## src/rtl/modular_exponentiation_assert.svh

```systemverilog
// Assertion macros for the modular exponentiation block.
// Each macro expects clk and arst_n in scope.
`ifndef MODULAR_EXPONENTIATION_ASSERT_SVH
`define MODULAR_EXPONENTIATION_ASSERT_SVH

// Same-cycle implication
`define MEXP_ASSERT_NOW(lbl, pre, post, msg) \
	lbl: assert property (@(posedge clk) disable iff (!arst_n) (pre) |-> (post)) \
		else $error(msg);

// Next-cycle implication
`define MEXP_ASSERT_NEXT(lbl, pre, post, msg) \
	lbl: assert property (@(posedge clk) disable iff (!arst_n) (pre) |=> (post)) \
		else $error(msg);

`endif

```

## src/rtl/mexp_pkg.sv

```systemverilog
`timescale 1ns / 1ps

package mexp_pkg;

	// Field widths
	localparam int MOD_W  = 31;
	localparam int EXP_W  = 32;
	localparam int PROD_W = 2 * MOD_W;

	// Exponent bits scanned; bits above the port width read as zero
	localparam int EXP_BITS = 32;
	localparam int EXP_USE  = (EXP_BITS < EXP_W) ? EXP_BITS : EXP_W;
	localparam logic [EXP_W-1:0] EXP_MASK = EXP_W'((65'd1 << EXP_USE) - 65'd1);

	// Reduction step counter
	localparam int RED_CNT_W = $clog2(PROD_W + 1);

	localparam logic [MOD_W-1:0] MODULUS_RESET = 31'd1000000007;

	// Controller to datapath commands
	typedef struct packed {
		logic load;
		logic mul_a;
		logic mul_b;
		logic update;
		logic out_load;
	} mexp_cmd_t;

	// Datapath to controller status
	typedef struct packed {
		logic red_busy;
		logic exp_zero;
		logic mod_zero;
	} mexp_status_t;

endpackage

```

## src/rtl/mexp_modred.sv

```systemverilog
`timescale 1ns / 1ps

// Bit-serial restoring reduction: remainder of a product by the modulus,
// one product bit per cycle, MSB first.
module mexp_modred (
	input  logic                                    clk,
	input  logic                                    arst_n,
	input  logic                                    load,
	input  logic [mexp_pkg::PROD_W-1:0]             product,
	input  logic [mexp_pkg::MOD_W-1:0]              modulus,
	output logic                                    busy,
	output logic [mexp_pkg::MOD_W-1:0]              remainder
);

	logic [mexp_pkg::RED_CNT_W-1:0] cnt_q;
	logic [mexp_pkg::PROD_W-1:0]    sh_q;
	logic [mexp_pkg::MOD_W-1:0]     rem_q;
	logic [mexp_pkg::MOD_W:0]       rem_sh;
	logic [mexp_pkg::MOD_W:0]       mod_ext;
	logic [mexp_pkg::MOD_W:0]       rem_sub;
	logic [mexp_pkg::MOD_W-1:0]     rem_n;

	assign busy      = (cnt_q != '0);
	assign remainder = rem_q;

	// One shift-and-subtract step
	assign rem_sh  = {rem_q, sh_q[mexp_pkg::PROD_W-1]};
	assign mod_ext = {1'b0, modulus};
	assign rem_sub = rem_sh - mod_ext;
	assign rem_n   = (rem_sh >= mod_ext) ? rem_sub[mexp_pkg::MOD_W-1:0]
	                                     : rem_sh[mexp_pkg::MOD_W-1:0];

	// Step counter
	always_ff @(posedge clk or negedge arst_n) begin
		if (!arst_n) begin
			cnt_q <= '0;
		end else if (load) begin
			cnt_q <= mexp_pkg::RED_CNT_W'(mexp_pkg::PROD_W);
		end else if (busy) begin
			cnt_q <= cnt_q - mexp_pkg::RED_CNT_W'(1);
		end
	end

	// Shift register and partial remainder
	always_ff @(posedge clk) begin
		if (load) begin
			sh_q  <= product;
			rem_q <= '0;
		end else if (busy) begin
			sh_q  <= {sh_q[mexp_pkg::PROD_W-2:0], 1'b0};
			rem_q <= rem_n;
		end
	end

endmodule

```

## src/rtl/mexp_dp.sv

```systemverilog
`timescale 1ns / 1ps

module mexp_dp (
	input  logic                          clk,
	input  logic                          arst_n,
	input  mexp_pkg::mexp_cmd_t           cmd,
	output mexp_pkg::mexp_status_t        status,
	input  logic                          cfg_we,
	input  logic [mexp_pkg::MOD_W-1:0]    cfg_modulus,
	input  logic [mexp_pkg::MOD_W-1:0]    base_value,
	input  logic [mexp_pkg::EXP_W-1:0]    exponent_value,
	output logic [mexp_pkg::MOD_W-1:0]    power_result
);

	logic [mexp_pkg::MOD_W-1:0]  mod_q;
	logic [mexp_pkg::MOD_W-1:0]  acc_q;
	logic [mexp_pkg::MOD_W-1:0]  pw_q;
	logic [mexp_pkg::EXP_W-1:0]  exp_q;
	logic [mexp_pkg::MOD_W-1:0]  result_q;
	logic [mexp_pkg::MOD_W-1:0]  mul_op;
	logic [mexp_pkg::PROD_W-1:0] prod;
	logic                        busy_a;
	logic                        busy_b;
	logic [mexp_pkg::MOD_W-1:0]  rem_a;
	logic [mexp_pkg::MOD_W-1:0]  rem_b;

	// Modulus register
	always_ff @(posedge clk or negedge arst_n) begin
		if (!arst_n) begin
			mod_q <= mexp_pkg::MODULUS_RESET;
		end else if (cfg_we) begin
			mod_q <= cfg_modulus;
		end
	end

	// Shared multiplier: acc * pw, then pw * pw
	assign mul_op = cmd.mul_a ? acc_q : pw_q;
	assign prod   = {{mexp_pkg::MOD_W{1'b0}}, mul_op} * {{mexp_pkg::MOD_W{1'b0}}, pw_q};

	// Reducer for the running result
	mexp_modred u_red_a (
		.clk       (clk),
		.arst_n    (arst_n),
		.load      (cmd.mul_a),
		.product   (prod),
		.modulus   (mod_q),
		.busy      (busy_a),
		.remainder (rem_a)
	);

	// Reducer for the squared power
	mexp_modred u_red_b (
		.clk       (clk),
		.arst_n    (arst_n),
		.load      (cmd.mul_b),
		.product   (prod),
		.modulus   (mod_q),
		.busy      (busy_b),
		.remainder (rem_b)
	);

	// Working registers
	always_ff @(posedge clk) begin
		if (cmd.load) begin
			acc_q <= mexp_pkg::MOD_W'(1);
			pw_q  <= base_value;
			exp_q <= exponent_value & mexp_pkg::EXP_MASK;
		end else if (cmd.update) begin
			if (exp_q[0]) begin
				acc_q <= rem_a;
			end
			pw_q  <= rem_b;
			exp_q <= exp_q >> 1;
		end
	end

	// Output word; a zero modulus yields zero
	always_ff @(posedge clk) begin
		if (cmd.out_load) begin
			result_q <= (mod_q == '0) ? '0 : acc_q;
		end
	end

	assign power_result    = result_q;
	assign status.red_busy = busy_a | busy_b;
	assign status.exp_zero = (exp_q == '0);
	assign status.mod_zero = (mod_q == '0);

endmodule

```

## src/rtl/mexp_ctrl.sv

```systemverilog
`timescale 1ns / 1ps

module mexp_ctrl (
	input  logic                      clk,
	input  logic                      arst_n,
	input  logic                      in_valid,
	output logic                      in_stall,
	output logic                      out_valid,
	input  logic                      out_stall,
	input  mexp_pkg::mexp_status_t    status,
	output mexp_pkg::mexp_cmd_t       cmd
);

	typedef enum logic [2:0] {
		ST_IDLE,
		ST_CHECK,
		ST_MUL_A,
		ST_MUL_B,
		ST_WAIT_RED,
		ST_UPDATE,
		ST_FINISH
	} state_t;

	state_t state_q;
	logic   out_valid_q;
	logic   accept;
	logic   out_free;

	assign accept   = in_valid && (state_q == ST_IDLE);
	assign out_free = !out_valid_q || !out_stall;

	// Commands decoded from state
	always_comb begin
		cmd          = '0;
		cmd.load     = accept;
		cmd.mul_a    = (state_q == ST_MUL_A);
		cmd.mul_b    = (state_q == ST_MUL_B);
		cmd.update   = (state_q == ST_UPDATE) && !status.red_busy;
		cmd.out_load = (state_q == ST_FINISH) && out_free;
	end

	// State and output valid
	always_ff @(posedge clk or negedge arst_n) begin
		if (!arst_n) begin
			state_q     <= ST_IDLE;
			out_valid_q <= 1'b0;
		end else begin
			out_valid_q <= cmd.out_load || (out_valid_q && out_stall);
			case (state_q)
				ST_IDLE: begin
					if (accept) begin
						state_q <= ST_CHECK;
					end
				end
				ST_CHECK: begin
					if (status.mod_zero || status.exp_zero) begin
						state_q <= ST_FINISH;
					end else begin
						state_q <= ST_MUL_A;
					end
				end
				ST_MUL_A: state_q <= ST_MUL_B;
				ST_MUL_B: state_q <= ST_WAIT_RED;
				ST_WAIT_RED: begin
					if (!status.red_busy) begin
						state_q <= ST_UPDATE;
					end
				end
				ST_UPDATE: state_q <= ST_CHECK;
				ST_FINISH: begin
					if (out_free) begin
						state_q <= ST_IDLE;
					end
				end
				default: state_q <= ST_IDLE;
			endcase
		end
	end

	assign in_stall  = (state_q != ST_IDLE);
	assign out_valid = out_valid_q;

endmodule

```

## src/rtl/modular_exponentiation.sv

```systemverilog
`timescale 1ns / 1ps

// Modular exponentiation, right-to-left square-and-multiply.
// Input channel: in_valid / in_stall with base_value and exponent_value; a
//   word is taken at an edge where in_valid is high and in_stall is low.
// Output channel: out_valid / out_stall with power_result, held while stalled.
// Config channel: cfg_valid / cfg_ready with modulus; write only while idle.
// One item is worked on at a time. Each exponent bit up to the highest set
//   one takes a check, two passes through the shared 31x31 multiplier, a
//   wait on the bit-serial reducers (62 product bits, one per cycle) and an
//   update.
// A zero exponent gives 1; a zero modulus gives 0.
// The result sits in an output register, so the next word is accepted while
//   a finished result still waits behind out_stall; a new result waits in
//   the controller until the output register is free.
// Reset clears the controller and sets the modulus to 1000000007.
module modular_exponentiation (
	input  logic                          clk,
	input  logic                          arst_n,
	input  logic                          cfg_valid,
	output logic                          cfg_ready,
	input  logic [mexp_pkg::MOD_W-1:0]    modulus,
	input  logic                          in_valid,
	output logic                          in_stall,
	input  logic [mexp_pkg::MOD_W-1:0]    base_value,
	input  logic [mexp_pkg::EXP_W-1:0]    exponent_value,
	output logic                          out_valid,
	input  logic                          out_stall,
	output logic [mexp_pkg::MOD_W-1:0]    power_result
);

	mexp_pkg::mexp_cmd_t    cmd;
	mexp_pkg::mexp_status_t status;

	assign cfg_ready = 1'b1;

	mexp_ctrl u_ctrl (
		.clk       (clk),
		.arst_n    (arst_n),
		.in_valid  (in_valid),
		.in_stall  (in_stall),
		.out_valid (out_valid),
		.out_stall (out_stall),
		.status    (status),
		.cmd       (cmd)
	);

	mexp_dp u_dp (
		.clk            (clk),
		.arst_n         (arst_n),
		.cmd            (cmd),
		.status         (status),
		.cfg_we         (cfg_valid && cfg_ready),
		.cfg_modulus    (modulus),
		.base_value     (base_value),
		.exponent_value (exponent_value),
		.power_result   (power_result)
	);

	// Checks
`include "modular_exponentiation_assert.svh"

	`MEXP_ASSERT_NEXT(a_busy_after_accept, in_valid && !in_stall, in_stall, "idle after accept")
	`MEXP_ASSERT_NOW(a_result_from_item, $rose(out_valid), $past(in_stall), "result without item")
	`MEXP_ASSERT_NOW(a_zero_mod, $rose(out_valid) && status.mod_zero, power_result == '0, "not zero")

endmodule
```

## config.mk

```make
export PLATFORM = sky130hd
export DESIGN_NAME = modular_exponentiation
export DESIGN_NICKNAME = d
export VERILOG_FILES = /design/src/rtl/mexp_pkg.sv /design/src/rtl/mexp_modred.sv /design/src/rtl/mexp_dp.sv /design/src/rtl/mexp_ctrl.sv /design/src/rtl/modular_exponentiation.sv
export VERILOG_INCLUDE_DIRS = /design/src /design/src/rtl
export SDC_FILE = /design/constraint.sdc
export NUM_CORES = 2
export LEC_CHECK = 0
export ABC_AREA = 1
export BUFFER_PORTS_ARGS = -buffer_cell sky130_fd_sc_hd__buf_2
export CAP_MARGIN = 10
export CORE_ASPECT_RATIO = 1.25
export CORE_MARGIN = 2
export CORE_UTILIZATION = 56
export DETAILED_ROUTE_END_ITERATION = 10
export PLACE_DENSITY = 0.8
export SYNTH_ARGS = -nofsm -noshare
export SYNTH_HDL_FRONTEND = slang
export SYNTH_SLANG_ARGS = --single-unit
```

## constraint.sdc

```tcl
create_clock -name clk -period 22.4 [get_ports clk]
set_clock_uncertainty 0.1 [all_clocks]
set_input_delay 2.24 -clock clk [delete_from_list [all_inputs] [get_ports clk]]
set_output_delay 2.24 -clock clk [all_outputs]
set_load 0.01 [all_outputs]
```

==> impl_metrics.ini <==
[run_status]
status = finished, violations left
violations = DRC

[hold_path]
holdPathStages = 2
hp-start = u_dp.u_red_b.remainder[20]
hold_path.class = register to register
hold_path_end = u_dp.u_red_b.remainder[20]

[placed_design]
dp_cells = 7720
place_area_um2 = 53200
gp_congestion = 1.08
portBuffers = 131
dp_hpwl_um = 144000
pre_cts_ws_ns = 11.91

[sta]
finalCritPeriodShare_pct = 48.2
max_freq_mhz = 92.6
finalWorstSetupSlack_ns = 11.60
finalSetupTns_ns = 0
maxSlewViolCount = 0
rsz0062_at_grt = no
worstMarginPinSlew_ns = 1.14
slew_headroom_pct = 23.9
finalSetupViolCount = 0
finalHoldViolCount = 0
finalCriticalPeriod_ns = 10.80

[synthesis]
synth_mux_area_share_pct = 0.696
synth_area_um2 = 51800
yosysTopAreaCell = fa_1
ys_types = 53
syn_avg_cell_area_um2 = 7.88
synth_warnings = 0
ys_seq_elements = 358
synth_cells = 6576
synth.yosys.seq_area_share_pct = 18.5
synthFlopType = edfxtp_1
synth_compound_area_share_pct = 4.56
synth-simple-area-share_pct = 22.2
ys_top_cells_by_area = fa_1 32%, edfxtp_1 13%, nand2_1 12%
synthArstFlopShare_pct = 13.1
synth_nets = 7833
yosysTopAreaCellShare_pct = 32.4
synth-adder-area-share_pct = 40.1
synth_top_family_by_area = adder cells
synth_xor_area_share_pct = 0.998
synth_edf_count = 218

[clocking]
cts_hold_buffers = 0
cts_resized = 0
insertion_delay_ns = 0.62
cts-root-buf = clkbuf_16
clkSinkCount = 358
tritoncts = yes
cts_buffer_depth = 3
h-tree-depth = 2
clk_pin_slew_worst_paths_ns = 0.06
cts_buffers = 41
cts_setup_buffers = 0

[global_routing]
overflow = 0
grt_pass1_wl_um = 279000
antenna_found_initial = 11
grt_pass1_vias = 46800
grt_usage_pct = 39.6
grt_max_degree = 89

[critical_path]
crit_fanout = 57
critical_path_class = register to register
r2r_end = u_dp.u_red_a.sh_q[55]
ff2ff_setup_slack_ns = 11.60
cpMostUsedCell = fa_1
worstPathRequired_ns = 22.66
reg2reg_from = u_ctrl.state_q[2]
cp.arrival_ns = 11.06
endpoint_kind = register
reg2reg_depth = 30
cp_slowest_stage_delay_ns = 0.94
critPathBufInv = 6
critPathTopFamily = adder cells
critPathLaunchType = register
slowest_stage = buf_4

[drt]
drt-met1-wl_um = 62200
top_layer_used = met5
wirelength_um = 184000
vias = 44900
antenna_left = 0
drcViolationCount = 4
drt-initial-drc-count = 5147
wl_per_cell_um = 23.6
first_pass_iters = 10
via_per_inst = 5.76
wl_met3_um = 21600
wl_met2_um = 81500

[final_layout]
nets = 7823
multi_input_area_um2 = 35600
nFillCells = 8206
area_growth_syn_to_layout_pct = 5.35
fin_area_um2 = 54600
post_route_cells_drive_above_1_share_pct = 6.02
regArea_um2 = 9600
stdcell_count = 7799

[die]
core-area_um2 = 91500
initial_core_util_pct = 56.6
die_y_um = 344
die_w_um = 276
ios = 133
rows = 124
die_area_um2 = 95000

[flow_run]
max-cap-violations = 0
worst max path at each step:
stage	to	cells after the start	from
finish	u_dp.u_red_a.sh_q[55]	30	u_ctrl.state_q[2]
CTS	u_dp.u_red_a.sh_q[55]	30	u_ctrl.state_q[2]
floorplan	u_dp.u_red_b.sh_q[60]	33	u_ctrl.state_q[1]
detailed placement	u_dp.u_red_a.sh_q[55]	30	u_ctrl.state_q[2]
global route	u_dp.u_red_b.sh_q[60]	32	u_ctrl.state_q[2]
global placement	u_dp.u_red_a.sh_q[55]	30	u_ctrl.state_q[2]
cell usage after synthesis, drive strengths merged (20+ instances only):
| cell | count |
|---|---|
| a21oi | 198 |
| buf | 122 |
| clkbuf | 134 |
| dfrtp | 31 |
| dfxtp | 93 |
| edfxtp | 218 |
| fa | 839 |
| ha | 319 |
| inv | 1405 |
| mux2 | 32 |
| nand2 | 1712 |
| nand3 | 317 |
| nand4 | 35 |
| nor2 | 763 |
| nor3 | 20 |
| o21ai | 193 |
| xnor2 | 48 |
logic make-up (layout without fill, tap and decap cells):
| kind of cell | Yosys count | in the layout |
|---|---|---|
| and+or+nand+nor | 2881 | 2881 |
| buffers and inverters | 1667 | 1689 |
| adders and majority gates | 1158 | 1158 |
| AOI/OAI and AO/OA | 420 | 420 |
| DFF | 358 | 358 |
| xor gates and xnor gates | 59 | 59 |
| muxes | 32 | 32 |
| other | 1 | 5 |
registers in the layout (all words and copies together), names as in the netlist:
| register | count |
|---|---|
| u_dp.mod_q | 31 |
| u_dp.u_red_b.remainder | 31 |
| u_dp.exp_q | 32 |
| u_ctrl.out_valid | 1 |
| u_dp.u_red_a.cnt_q | 6 |
| u_dp.pw_q | 31 |
| u_dp.u_red_b.sh_q | 62 |
| u_dp.u_red_b.cnt_q | 6 |
| u_dp.u_red_a.remainder | 31 |
| u_dp.power_result | 31 |
| u_ctrl.state_q | 3 |
| u_dp.u_red_a.sh_q | 62 |
| u_dp.acc_q | 31 |
worst reg2reg max path, delay by kind of cell (launching register included):
| kind | cells | cell delay, ns |
|---|---|---|
| adders and majority gates | 9 | 4.49 |
| buffers and inverters | 6 | 2.34 |
| and+or+nand+nor | 13 | 2.00 |
| AOI/OAI and AO/OA | 2 | 1.17 |
| DFF | 1 | 0.47 |
routing by layer:
layer	global-route usage, %	vias to the layer above
li1	-	19600
met1	45.0	21500
met2	63.2	2815
met3	10.9	954
met4	32.7	12
met5	0	-
metrics by stage:
| step | hold slack (ns) | util [%] |
|---|---|---|
| detailed placement | 0.362 | 58.1 |
| global route | 0.396 | 59.6 |
| finish | 0.373 | 59.6 |
| floorplan | 0.348 | - |
| global placement | 0.360 | 58.1 |
| CTS | 0.375 | 59.6 |
area by class of cell:
cell class | instances | area share [%]
timing repair buffer | 203 | 2.20
inverter | 1411 | 9.71
clock buffer | 52 | 2.09
sequential | 358 | 17.6
clock inverter | 23 | 0.438
multi-input combinational | 4551 | 65.2
tap | 1197 | 2.74
antenna | 4 | 0.0183
layout by cell type (no fill, tap or decap), drive strengths merged:
master and n:
a211oi 1, a21o 1, a21oi 198, a22oi 2, a31oi 2, and2 3, and3 1, buf 203
bufinv 3, clkbuf 52, clkinv 18, clkinvlp 2, conb 1, dfrtp 31, dfstp 16, dfxtp 93
diode 4, edfxtp 218, fa 839, ha 319, inv 1411, mux2 32, nand2 1712, nand3 317
nand3b 10, nand4 35, nor2 763, nor3 20, nor4 13, o211ai 3, o21a 2, o21ai 193
o21bai 15, o31ai 3, or2 7, xnor2 48, xor2 11
Power is left out: the tool's default activity adds up to more than one toggle a clock period on the data nets, which glitch-free logic cannot reach.
